## config.mk

```make
export PLATFORM = sky130hd
export DESIGN_NAME = table_search_engine_flat
export DESIGN_NICKNAME = d
export VERILOG_FILES = /design/src/rtl/tse_pkg.sv /design/src/rtl/tse_in_if.sv /design/src/rtl/tse_out_if.sv /design/src/rtl/tse_ram.sv /design/src/rtl/tse_cmp.sv /design/src/rtl/tse_ctrl.sv /design/src/rtl/table_search_engine.sv /design/src/flat_wrapper.sv
export VERILOG_INCLUDE_DIRS = /design/src /design/src/rtl
export SDC_FILE = /design/constraint.sdc
export NUM_CORES = 2
export LEC_CHECK = 0
export BUFFER_PORTS_ARGS = -buffer_cell sky130_fd_sc_hd__buf_2
export CORE_ASPECT_RATIO = 1.5
export CORE_MARGIN = 10
export CORE_UTILIZATION = 30
export CTS_CLUSTER_DIAMETER = 150
export DETAILED_ROUTE_END_ITERATION = 16
export GPL_TIMING_DRIVEN = 0
export SLEW_MARGIN = 25
export SYNTH_ARGS = -nofsm -noshare
export SYNTH_HDL_FRONTEND = slang
export SYNTH_SLANG_ARGS = --single-unit
```

## constraint.sdc

```tcl
create_clock -name clk_i -period 17.2 [get_ports clk_i]
set_input_delay 2.58 -clock clk_i [delete_from_list [all_inputs] [get_ports clk_i]]
set_output_delay 2.58 -clock clk_i [all_outputs]
set_load 0.03 [all_outputs]
```

## src/rtl/table_search_engine_assert.svh

```systemverilog
// assertion macros used by the search sequencer (tse_ctrl)
`ifndef TABLE_SEARCH_ENGINE_ASSERT_SVH
`define TABLE_SEARCH_ENGINE_ASSERT_SVH

// same-cycle implication, disabled while reset is asserted
`define TSE_ASSERT_IMP(lbl, clk, rst_n, ante, cons, msg) \
  lbl: assert property (@(posedge clk) disable iff (!(rst_n)) (ante) |-> (cons)) \
    else $error(msg);

// next-cycle implication, disabled while reset is asserted
`define TSE_ASSERT_NXT(lbl, clk, rst_n, ante, cons, msg) \
  lbl: assert property (@(posedge clk) disable iff (!(rst_n)) (ante) |=> (cons)) \
    else $error(msg);

`endif

```

## src/rtl/tse_pkg.sv

```systemverilog
package tse_pkg;

  // default table depth
  localparam int TableDepthDef = 32;

  // field widths
  localparam int DATA_W    = 32;
  localparam int IDX_W     = 5;
  localparam int LEN_W     = 6;
  localparam int CFG_IDX_W = 1;
  localparam int CFG_W     = 6;

  // configuration register indexes
  localparam logic [CFG_IDX_W-1:0] CFG_TABLE_LENGTH = 1'b0;
  localparam logic [CFG_IDX_W-1:0] CFG_SEARCH_MODE  = 1'b1;

  // item actions
  localparam logic ACT_LOAD  = 1'b0;
  localparam logic ACT_QUERY = 1'b1;

  // search modes
  localparam logic MODE_LINEAR = 1'b0;
  localparam logic MODE_BINARY = 1'b1;

  // sequencer states
  typedef enum logic [1:0] {
    ST_IDLE,
    ST_SCAN,
    ST_RESP
  } state_e;

  // result of the shared compare unit
  typedef struct packed {
    logic eq;
    logic gt;
  } cmp_res_t;

endpackage

```

## src/rtl/tse_in_if.sv

```systemverilog
interface tse_in_if;

  logic                                valid;
  logic                                ready;
  logic                                action;
  logic        [tse_pkg::IDX_W-1:0]    element_index;
  logic signed [tse_pkg::DATA_W-1:0]   element_value;
  logic signed [tse_pkg::DATA_W-1:0]   search_key;

  modport source (
    output valid, action, element_index, element_value, search_key,
    input  ready
  );

  modport sink (
    input  valid, action, element_index, element_value, search_key,
    output ready
  );

endinterface

```

## src/rtl/tse_out_if.sv

```systemverilog
interface tse_out_if;

  logic                         valid;
  logic                         ready;
  logic                         found;
  logic [tse_pkg::IDX_W-1:0]    found_index;

  modport source (
    output valid, found, found_index,
    input  ready
  );

  modport sink (
    input  valid, found, found_index,
    output ready
  );

endinterface

```

## src/rtl/tse_ram.sv

```systemverilog
module tse_ram #(
  parameter int Width = 32,
  parameter int Depth = 32
) (
  input  logic                     clk_i,
  input  logic                     we_i,
  input  logic [$clog2(Depth)-1:0] waddr_i,
  input  logic [Width-1:0]         wdata_i,
  input  logic [$clog2(Depth)-1:0] raddr_i,
  output logic [Width-1:0]         rdata_o
);

  logic [Width-1:0] mem_q [Depth];

  // one write port, registered read port
  always_ff @(posedge clk_i) begin
    if (we_i) begin
      mem_q[waddr_i] <= wdata_i;
    end
    rdata_o <= mem_q[raddr_i];
  end

endmodule

```

## src/rtl/tse_cmp.sv

```systemverilog
module tse_cmp (
  input  logic signed [tse_pkg::DATA_W-1:0] probe_i,
  input  logic signed [tse_pkg::DATA_W-1:0] key_i,
  output tse_pkg::cmp_res_t                 res_o
);

  // signed equality and greater-than of a table entry against the key
  always_comb begin
    res_o.eq = (probe_i == key_i);
    res_o.gt = (probe_i > key_i);
  end

endmodule

```

## src/rtl/tse_ctrl.sv

```systemverilog
`include "table_search_engine_assert.svh"

module tse_ctrl #(
  parameter int TableDepth = tse_pkg::TableDepthDef
) (
  input  logic                              clk_i,
  input  logic                              rst_ni,
  input  logic [tse_pkg::LEN_W-1:0]         table_len_i,
  input  logic                              search_mode_i,
  tse_in_if.sink                            in_i,
  tse_out_if.source                         out_o,
  output logic                              ram_we_o,
  output logic [$clog2(TableDepth)-1:0]     ram_waddr_o,
  output logic [$clog2(TableDepth)-1:0]     ram_raddr_o,
  input  logic signed [tse_pkg::DATA_W-1:0] ram_rdata_i
);

  localparam int AW = $clog2(TableDepth);
  localparam int LW = (AW + 1 > tse_pkg::LEN_W) ? AW + 1 : tse_pkg::LEN_W;
  localparam int PW = AW + 2;
  localparam int IW = tse_pkg::IDX_W;

  tse_pkg::state_e state_q, state_d;

  logic        [AW-1:0]              idx_q, idx_d;
  logic        [AW-1:0]              last_q, last_d;
  logic signed [PW-1:0]              low_q, low_d;
  logic signed [PW-1:0]              high_q, high_d;
  logic signed [tse_pkg::DATA_W-1:0] key_q, key_d;
  logic                              mode_q, mode_d;
  logic                              found_q, found_d;
  logic        [AW-1:0]              fidx_q, fidx_d;

  logic [LW-1:0]        len_ext;
  logic [LW-1:0]        len_sat;
  logic [AW-1:0]        last_w;
  logic signed [PW-1:0] low_n, high_n, sum_n;
  logic                 in_acc;
  logic                 out_acc;
  logic                 load_ok;
  tse_pkg::cmp_res_t    cmp_res;

  // shared compare unit, one probe per cycle
  tse_cmp u_cmp (
    .probe_i (ram_rdata_i),
    .key_i   (key_q),
    .res_o   (cmp_res)
  );

  assign in_acc  = in_i.valid & in_i.ready;
  assign out_acc = out_o.valid & out_o.ready;

  // searched length clipped to the table depth
  assign len_ext = LW'(table_len_i);
  assign len_sat = (len_ext > LW'(TableDepth)) ? LW'(TableDepth) : len_ext;
  assign last_w  = AW'(len_sat - LW'(1));

  // bisection bounds after the current probe
  always_comb begin
    low_n  = low_q;
    high_n = high_q;
    if (cmp_res.gt) begin
      high_n = $signed({2'b00, idx_q}) - PW'(1);
    end else begin
      low_n = $signed({2'b00, idx_q}) + PW'(1);
    end
    sum_n = low_n + high_n;
  end

  assign load_ok = (32'(in_i.element_index) < 32'(TableDepth));

  // next state
  always_comb begin
    state_d = state_q;
    unique case (state_q)
      tse_pkg::ST_IDLE: begin
        if (in_acc && in_i.action == tse_pkg::ACT_QUERY) begin
          state_d = (len_sat == '0) ? tse_pkg::ST_RESP : tse_pkg::ST_SCAN;
        end
      end
      tse_pkg::ST_SCAN: begin
        if (cmp_res.eq) begin
          state_d = tse_pkg::ST_RESP;
        end else if (mode_q == tse_pkg::MODE_LINEAR) begin
          if (idx_q == last_q) begin
            state_d = tse_pkg::ST_RESP;
          end
        end else if (low_n > high_n) begin
          state_d = tse_pkg::ST_RESP;
        end
      end
      tse_pkg::ST_RESP: begin
        if (out_acc) begin
          state_d = tse_pkg::ST_IDLE;
        end
      end
      default: state_d = tse_pkg::ST_IDLE;
    endcase
  end

  // datapath next values
  always_comb begin
    idx_d   = idx_q;
    last_d  = last_q;
    low_d   = low_q;
    high_d  = high_q;
    key_d   = key_q;
    mode_d  = mode_q;
    found_d = found_q;
    fidx_d  = fidx_q;
    unique case (state_q)
      tse_pkg::ST_IDLE: begin
        if (in_acc && in_i.action == tse_pkg::ACT_QUERY) begin
          key_d   = in_i.search_key;
          mode_d  = search_mode_i;
          last_d  = last_w;
          low_d   = '0;
          high_d  = $signed({2'b00, last_w});
          found_d = 1'b0;
          fidx_d  = '0;
          idx_d   = (search_mode_i == tse_pkg::MODE_BINARY) ? AW'(last_w >> 1) : '0;
        end
      end
      tse_pkg::ST_SCAN: begin
        if (cmp_res.eq) begin
          found_d = 1'b1;
          fidx_d  = idx_q;
        end else if (mode_q == tse_pkg::MODE_LINEAR) begin
          idx_d = idx_q + AW'(1);
        end else begin
          low_d  = low_n;
          high_d = high_n;
          idx_d  = sum_n[AW:1];
        end
      end
      tse_pkg::ST_RESP: begin
      end
      default: begin
      end
    endcase
  end

  // handshake and table write strobes
  always_comb begin
    in_i.ready  = (state_q == tse_pkg::ST_IDLE);
    out_o.valid = (state_q == tse_pkg::ST_RESP);
    ram_we_o    = in_acc && (in_i.action == tse_pkg::ACT_LOAD) && load_ok;
  end

  assign ram_waddr_o       = AW'(in_i.element_index);
  assign ram_raddr_o       = idx_d;
  assign out_o.found       = found_q;
  assign out_o.found_index = IW'(fidx_q);

  // control state
  always_ff @(posedge clk_i or negedge rst_ni) begin
    if (!rst_ni) begin
      state_q <= tse_pkg::ST_IDLE;
      idx_q   <= '0;
    end else begin
      state_q <= state_d;
      idx_q   <= idx_d;
    end
  end

  // search context and result
  always_ff @(posedge clk_i) begin
    last_q  <= last_d;
    low_q   <= low_d;
    high_q  <= high_d;
    key_q   <= key_d;
    mode_q  <= mode_d;
    found_q <= found_d;
    fidx_q  <= fidx_d;
  end

  `TSE_ASSERT_IMP(a_scan_in_range, clk_i, rst_ni, state_q == tse_pkg::ST_SCAN,
                  idx_q <= last_q, "probe index beyond searched length")
  `TSE_ASSERT_IMP(a_bisect_bounds, clk_i, rst_ni,
                  state_q == tse_pkg::ST_SCAN && mode_q == tse_pkg::MODE_BINARY,
                  low_q <= $signed({2'b00, idx_q}) && $signed({2'b00, idx_q}) <= high_q,
                  "bisection probe outside bounds")
  `TSE_ASSERT_IMP(a_miss_index_zero, clk_i, rst_ni, out_o.valid && !out_o.found,
                  out_o.found_index == '0, "index not zero on a miss")
  `TSE_ASSERT_NXT(a_empty_query, clk_i, rst_ni,
                  in_acc && in_i.action == tse_pkg::ACT_QUERY && len_sat == '0,
                  state_q == tse_pkg::ST_RESP && !found_q, "empty table query not answered")

endmodule

```

## src/rtl/table_search_engine.sv

```systemverilog
// load transaction: written to the table on acceptance, no result
// query transaction: accepted, then the probes run (none for an empty table), then the result is held
// linear probes: up to min(table_length, TableDepth); binary: up to floor(log2 of that length) + 1
// the single table read port and compare unit set one probe per cycle
// a new transaction is taken once the result has been handed over
// reset zeroes state, index, config; table contents and search context undefined until loaded
module table_search_engine #(
  parameter int TableDepth = tse_pkg::TableDepthDef
) (
  input  logic                             clk_i,
  input  logic                             rst_ni,
  tse_in_if.sink                           in_i,
  tse_out_if.source                        out_o,
  input  logic                             cfg_we_i,
  input  logic [tse_pkg::CFG_IDX_W-1:0]    cfg_idx_i,
  input  logic [tse_pkg::CFG_W-1:0]        cfg_wdata_i
);

  localparam int AW = $clog2(TableDepth);

  logic [tse_pkg::LEN_W-1:0] table_len_q;
  logic                      search_mode_q;
  logic                      ram_we;
  logic [AW-1:0]             ram_waddr;
  logic [AW-1:0]             ram_raddr;
  logic [tse_pkg::DATA_W-1:0] ram_rdata;

  // configuration registers
  always_ff @(posedge clk_i or negedge rst_ni) begin
    if (!rst_ni) begin
      table_len_q   <= '0;
      search_mode_q <= tse_pkg::MODE_LINEAR;
    end else if (cfg_we_i) begin
      unique case (cfg_idx_i)
        tse_pkg::CFG_TABLE_LENGTH: table_len_q   <= cfg_wdata_i[tse_pkg::LEN_W-1:0];
        tse_pkg::CFG_SEARCH_MODE:  search_mode_q <= cfg_wdata_i[0];
        default: begin
        end
      endcase
    end
  end

  // entry table
  tse_ram #(
    .Width (tse_pkg::DATA_W),
    .Depth (TableDepth)
  ) u_ram (
    .clk_i   (clk_i),
    .we_i    (ram_we),
    .waddr_i (ram_waddr),
    .wdata_i (in_i.element_value),
    .raddr_i (ram_raddr),
    .rdata_o (ram_rdata)
  );

  // search sequencer
  tse_ctrl #(
    .TableDepth (TableDepth)
  ) u_ctrl (
    .clk_i         (clk_i),
    .rst_ni        (rst_ni),
    .table_len_i   (table_len_q),
    .search_mode_i (search_mode_q),
    .in_i          (in_i),
    .out_o         (out_o),
    .ram_we_o      (ram_we),
    .ram_waddr_o   (ram_waddr),
    .ram_raddr_o   (ram_raddr),
    .ram_rdata_i   ($signed(ram_rdata))
  );

endmodule
```

## src/flat_wrapper.sv

```systemverilog
// flat-port wrapper written by rule: the top's interface ports become plain ports
module table_search_engine_flat 
#(
  parameter int TableDepth = tse_pkg::TableDepthDef
)
  (clk_i, rst_ni, cfg_we_i, cfg_idx_i, cfg_wdata_i, in_i_valid, in_i_action, in_i_element_index, in_i_element_value, in_i_search_key, in_i_ready, out_o_valid, out_o_found, out_o_found_index, out_o_ready);
  tse_in_if in_i_i ();
  tse_out_if out_o_i ();
  input  logic clk_i;
  input  logic rst_ni;
  input  logic cfg_we_i;
  input  logic [tse_pkg::CFG_IDX_W-1:0] cfg_idx_i;
  input  logic [tse_pkg::CFG_W-1:0] cfg_wdata_i;
  input wire logic [$bits(in_i_i.valid)-1:0] in_i_valid;
  input wire logic [$bits(in_i_i.action)-1:0] in_i_action;
  input wire logic [$bits(in_i_i.element_index)-1:0] in_i_element_index;
  input wire logic [$bits(in_i_i.element_value)-1:0] in_i_element_value;
  input wire logic [$bits(in_i_i.search_key)-1:0] in_i_search_key;
  output wire logic [$bits(in_i_i.ready)-1:0] in_i_ready;
  output wire logic [$bits(out_o_i.valid)-1:0] out_o_valid;
  output wire logic [$bits(out_o_i.found)-1:0] out_o_found;
  output wire logic [$bits(out_o_i.found_index)-1:0] out_o_found_index;
  input wire logic [$bits(out_o_i.ready)-1:0] out_o_ready;
  assign in_i_i.valid = in_i_valid;
  assign in_i_i.action = in_i_action;
  assign in_i_i.element_index = in_i_element_index;
  assign in_i_i.element_value = in_i_element_value;
  assign in_i_i.search_key = in_i_search_key;
  assign in_i_ready = in_i_i.ready;
  assign out_o_valid = out_o_i.valid;
  assign out_o_found = out_o_i.found;
  assign out_o_found_index = out_o_i.found_index;
  assign out_o_i.ready = out_o_ready;
  table_search_engine #(.TableDepth(TableDepth)) u_core (.clk_i(clk_i), .rst_ni(rst_ni), .in_i(in_i_i), .out_o(out_o_i), .cfg_we_i(cfg_we_i), .cfg_idx_i(cfg_idx_i), .cfg_wdata_i(cfg_wdata_i));
endmodule
```

== Yosys cells after proc, flatten, opt, wreduce, memory -nomap -nowiden ==
Memories as Yosys holds them, arrays and structs flattened. A register that Yosys moved wholly into a read port is not among the register bits.
Index checks and enable logic that the tools add are counted.
Operators by class
  equality and inequality tests: 11
  multipliers: 0
  bitwise gates (word level): 4
  div/mod/pow operators: 0
  multiplexer cells: 32
  reduce and logical (&&, ||, !) cells: 11
  shifts and indexed selects: 0
  $lt $le $gt $ge: 3
  add/subtract/negate cells: 5
Operator list (number)
  $mux W7: 8
  $eq A32 B32 Y1: 1
  $gt A32 B32 Y1: 1
  $pmux W7 S2: 2
  $mux W5: 5
  $pmux W5 S2: 2
  $mux W2: 7
  $ne A4 B4 Y1 const B: 2
  $reduce_and A4 Y1: 2
  $gt A7 B7 Y1: 1
  $add A5 B1 Y6 const B: 1
  $add A6 B6 Y6: 1
  $gt A6 B6 Y1 const B: 1
  $logic_not A6 Y1: 1
  $mux W6: 1
  $ne A2 B2 Y1 const B: 3
  $pmux W2 S3: 1
  $reduce_and A2 Y1: 3
  $sub A5 B1 Y6 const B: 1
  $add A5 B1 Y5 const B: 1
  $eq A5 B5 Y1: 1
  $sub A5 B1 Y5 const B: 1
  $mux W1: 4
  $mux W4: 1
  10 further kinds: 14
Word-level totals
  ROM bits: 0
  memories: 1
  logic and storage cells: 78
  output and inout port bits: 8
  input bits: 82
  bits in registers: 72
  latch bits: 0
  bits in writable memories: 1024
Memory list
  u_core.u_ram.mem_q: words 32, width 32, read ports 1, clocked after Yosys merged registers in 1, wr ports 1, RTL line tse_ram.sv:13  | logic [Width-1:0] mem_q [Depth];

== Logic depth before layout (Yosys ltp) ==
  depth in word-level cells: 7
  gate-level depth with buffers: 28
  mapped depth without buffers: 23

== By module ==
A second synthesis with hierarchy kept.
Unflattened totals
  cell total of the unflattened synthesis: 2657
  area total of the unflattened synthesis: 44886.8 µm²
Modules (own cells, without submodules)
  tse_ram: area an instance 40485.1 µm², instances 1, seq. area each 31390.1 µm², cells each 2260
  tse_ctrl: area an instance 3251.9 µm², instances 1, seq. area each 1916.8 µm², cells each 266
  tse_cmp: area an instance 844.6 µm², instances 1, seq. area each 0.0 µm², cells each 114
  table_search_engine: area an instance 305.3 µm², instances 1, seq. area each 175.2 µm², cells each 17

== Worst setup path before layout ==
OpenSTA, ideal clock, no wires.
  path type: input to register
  start point: input port in_i_action
  end point: register u_core.u_ram.rdata_o[10], read port of u_core.u_ram.mem_q
  cell stages on the path: 13
  library setup time: 135 ps
  arrival time: 5582 ps
  data required time: 17065 ps
  slack: 11483 ps
  path buffers: 4
  cells stage by stage: and4bb_2 buf_2 o21ai_0 inv_1 o211ai_1 a22oi_2 buf_2 buf_2 clkbuf_1 mux2i_1 a21oi_1 a2111oi_0 nor4_1
Between the ends
  word-level cells in the longest chain between the ends: 3
RTL lines
  from (decl): RTL line flat_wrapper.sv:15  | input wire logic [$bits(in_i_i.action)-1:0] in_i_action;
  $logic_and A1 B1 Y1: RTL line tse_ctrl.sv:113  | if (in_acc && in_i.action == tse_pkg::ACT_QUERY) begin
  $mux W5: RTL line tse_ctrl.sv:113
  $pmux W5 S2: RTL line tse_ctrl.sv:111  | unique case (state_q)
  to (decl): RTL line tse_ram.sv:10  | output logic [Width-1:0] rdata_o
No other way between the ends.
A chain may end at the register's enable or synchronous reset.

== Worst setup path in the final report ==
  start point: register u_core.u_ctrl.key_q[31] in the netlist's numbering
  end point: register u_core.u_ram.rdata_o[4], read port of u_core.u_ram.mem_q
Between the ends
  word-level cells in the longest chain between the ends: 6
  elaborated cells on any way between the ends: 8
  those cells by class: 1 x add/sub; 1 x order compare; 1 x eq/ne; 5 x mux
RTL lines
  from (decl): RTL line tse_ctrl.sv:29  | logic signed [tse_pkg::DATA_W-1:0] key_q, key_d;
  from (signal assigned): RTL line tse_ctrl.sv:171  | key_q <= key_d;
  $gt A32 B32 Y1: RTL line tse_cmp.sv:10  | res_o.gt = (probe_i > key_i);
  $mux W7: RTL line tse_ctrl.sv:62  | if (cmp_res.gt) begin
  $add A6 B6 Y6: RTL line tse_ctrl.sv:67  | sum_n = low_n + high_n;
  $mux W5: RTL line tse_ctrl.sv:128  | end else if (mode_q == tse_pkg::MODE_LINEAR) begin
  $mux W5 (*): RTL line tse_ctrl.sv:125  | if (cmp_res.eq) begin
  $pmux W5 S2 (*): RTL line tse_ctrl.sv:111
Every way passes the cells marked *; elsewhere a longest branch is shown, timed or not.

==> impl_metrics.tcl <==
set metrics [dict create \
    synthCells 2956 \
    max_slew_margin_pct 15.7 \
    setup_viol 0 \
    area_growth_syn_to_layout_pct 17.4 \
    use_met2_pct 30.3 \
    fin_skew_ns 0.0315 \
    crit_path_end_kind "flip-flop" \
    first_global_vias 28475 \
    dr.pass1.iters 7 \
    clkLatencyLatePin_ns 0.72 \
    grt_pass1_wl_um 203000 \
    synth.area.top_cells "edfxtp_1, a211oi_1, mux2i_1, nor2b_1, a2111oi_0" \
    place_hpwl_um 103000 \
    synth.avg_cell_area_sq_um 15.6 \
    antenna_found_initial 33 \
    drc 0 \
    synth_commonest_cells "edfxtp_1, a211oi_1, nor2b_1, mux2i_1, a21oi_1" \
    ys_types 64 \
    hold_violations 0 \
    cts_hold_buf 0 \
    start_util_pct 30.2 \
    yosys_warnings 0 \
    grt_start_max_net_pins 48 \
    reg2regPathDepth 23 \
    crit_required_ns 17.69 \
    rows 176 \
    min_period_over_period_pct 49.3 \
    core_area_sq_mm 0.153 \
    ys.flop_type "edfxtp_1" \
    cts-buffers-inserted 100 \
    use_met3_pct 3.22 \
    mappedNetlistArea_sq_mm 0.0462 \
    tightest_slew_ns 1.26 \
    die_x_um 340 \
    worst_setup_hold_path_clk_slew_ns 0.07 \
    htreeDepth 3 \
    max_freq_mhz 118 \
    tns_ns 0 \
    final_nets 3329 \
    synth_seq_area_share_pct 72.5 \
    antenna_left 0 \
    n_fill_cell 14422 \
    crit_path_start "u_core.u_ctrl.key_q[31]" \
    cp-start-kind "flip-flop" \
    drive_above_1_share_pct 13.6 \
    tritoncts "yes" \
    timing.rr.end "u_core.u_ram.rdata_o[4]" \
    regToRegSetupSlack_ns 8.72 \
    via_per_inst 5.27 \
    num_vias 28118 \
    cp_max_fo 10 \
    grt.busiest_layer "met2" \
    dieArea_sq_mm 0.170 \
    synth_most_common_cell "edfxtp_1" \
    routabilityCongestion 0.932 \
    hp-class "reg2reg" \
    cts_root_buf "clkbuf_16" \
    arrival_ns 8.98 \
    hold_slack_ns 0.575 \
    synth_edf_count 1082 \
    drt-initial-drc-count 2974 \
    syn_nets 3084 \
    maxCapViolCount 0 \
    cts_sinks 1128 \
    drv_slew 0 \
    met1_usage_pct 17.2 \
    cts_post_setup_buffers_inserted 0 \
    overflow 0 \
    async_flop_share_pct 1.24 \
    crit_type "reg2reg" \
    synth_largest_area_cell "edfxtp_1" \
    period_minus_slack_ns 8.48 \
    wl_per_cell_um 27.3 \
    synth_top_area_share_pct 70.4 \
    holdPathStages 1 \
    rsz0062_at_grt "false" \
    finalWirelength_um 146000 \
    r2r_start "u_core.u_ctrl.key_q[31]" \
    io_pins 90 \
    synth_seq_cells 1128 \
    cts_resized 0 \
    status "complete, no violations" \
    io_buffers 89 \
    clock_path_buffers 3 \
    grtUsageTotal_pct 16.5 \
    crit_end "u_core.u_ram.rdata_o[4]" \
    die_y_um 500 \
]
==> worst max-delay path: stages, from the launching register on <==
cell and delay, ns:
edfxtp_1 0.33, inv_1 0.04, ha_1 0.27, buf_4 0.17, nand4_2 0.15, nor4_4 0.47
o31a_1 0.49, o211ai_2 0.28, and2_1 0.24, clkbuf_1 0.19, o21ai_0 0.34, ha_1 0.47
ha_1 0.31, nand2b_1 0.14, a21oi_1 0.20, o21ai_0 0.14, a22oi_2 0.61, buf_2 0.35
buf_2 0.52, clkbuf_1 0.75, mux2i_1 0.30, a21oi_1 0.13, a2111oi_1 0.98, nor4_1 0.32
==> how the worst min path moves through the flow <==
stage | start | slack [ns] | end
6_report | u_core.table_len_q[0] | 0.58 | u_core.table_len_q[0]
5_1_grt | u_core.table_len_q[0] | 0.60 | u_core.table_len_q[0]
4_1_cts | u_core.table_len_q[0] | 0.57 | u_core.table_len_q[0]
3_5_place_dp | u_core.table_len_q[0] | 0.56 | u_core.table_len_q[0]
3_3_place_gp | u_core.table_len_q[0] | 0.55 | u_core.table_len_q[0]
2_1_floorplan | u_core.search_mode_q | 0.50 | u_core.u_ctrl.mode_q
==> placed cells by master, fill, tap and decap left out, types with 19 or more instances in the layout <==
cell and count:
clkbuf_16 101, clkbuf_1 150, a211oi_1 385, nand2_1 38, ha_1 46, a2111oi_1 25
a2111oi_0 88, nand3_1 19, mux2i_1 258, nor4_1 36, nor2_1 32, nor2b_1 260
a21oi_1 170, inv_1 54, dfxtp_1 32, buf_2 156, nor2_4 32, buf_16 43
edfxtp_1 1082
==> stage by stage <==
stage | cells | util, % | instance area (sq um) | setup slack [ns]
finish | 5337 | 35.4 | 54200 | 8.72
CTS | 5332 | 35.4 | 54100 | 8.90
detailed placement | 5146 | 33.2 | 50900 | 8.76
global placement | 5092 | 32.1 | 49200 | 7.90
floorplan | 2956 | - | 46200 | 11.48
global route | 5335 | 35.4 | 54200 | 8.43
==> registers in the layout, summed over array words and instances (netlist names), 4 cells and up, named ones only <==
name                             flops
u_core.u_ctrl.low_q                  7
u_core.u_ctrl.idx_q                  4
u_core.u_ctrl.last_q                 5
u_core.u_ram.mem_q                1024
u_core.table_len_q                   6
u_core.u_ram.rdata_o                32
u_core.u_ctrl.out_o.found_index      5
u_core.u_ctrl.high_q                 7
u_core.u_ctrl.key_q                 32
==> routing by layer <==
layer	part of all wire (%)	vias up
met5	0.14	-
met4	6.2	28
met3	7.5	432
met2	52	1294
met1	34	14088
li1	-	12276
==> layout make-up <==
cell class | count | area, sq um | share of cell area (%)
flip-flops and latches | 1128 | 33500 | 61.8
multi-input cells | 1552 | 11900 | 21.9
clock buffers | 123 | 2650 | 4.89
well taps | 2047 | 2560 | 4.73
repair buffers | 143 | 1800 | 3.32
plain buffers | 222 | 987 | 1.82
clock inverters | 63 | 598 | 1.10
inverters | 54 | 203 | 0.374
diodes | 5 | 12.5 | 0.0231
==> logic make-up (layout without fill, tap and decap cells) <==
family,count (synthesis),count (layout),synth area share [%]
flip-flops,1128,1128,72.5
other,0,5,0
multiplexers,267,267,5.82
adder cells (fa/ha/maj),47,47,1.27
XOR/XNOR,13,13,0.247
buffers and inverters,276,605,2.57
AO/OA/AOI/OAI,750,750,11.6
AND/OR/NAND/NOR,475,475,5.94
Power is left out: the tool's default activity adds up to more than one toggle a clock period on the data nets, which glitch-free logic cannot reach.
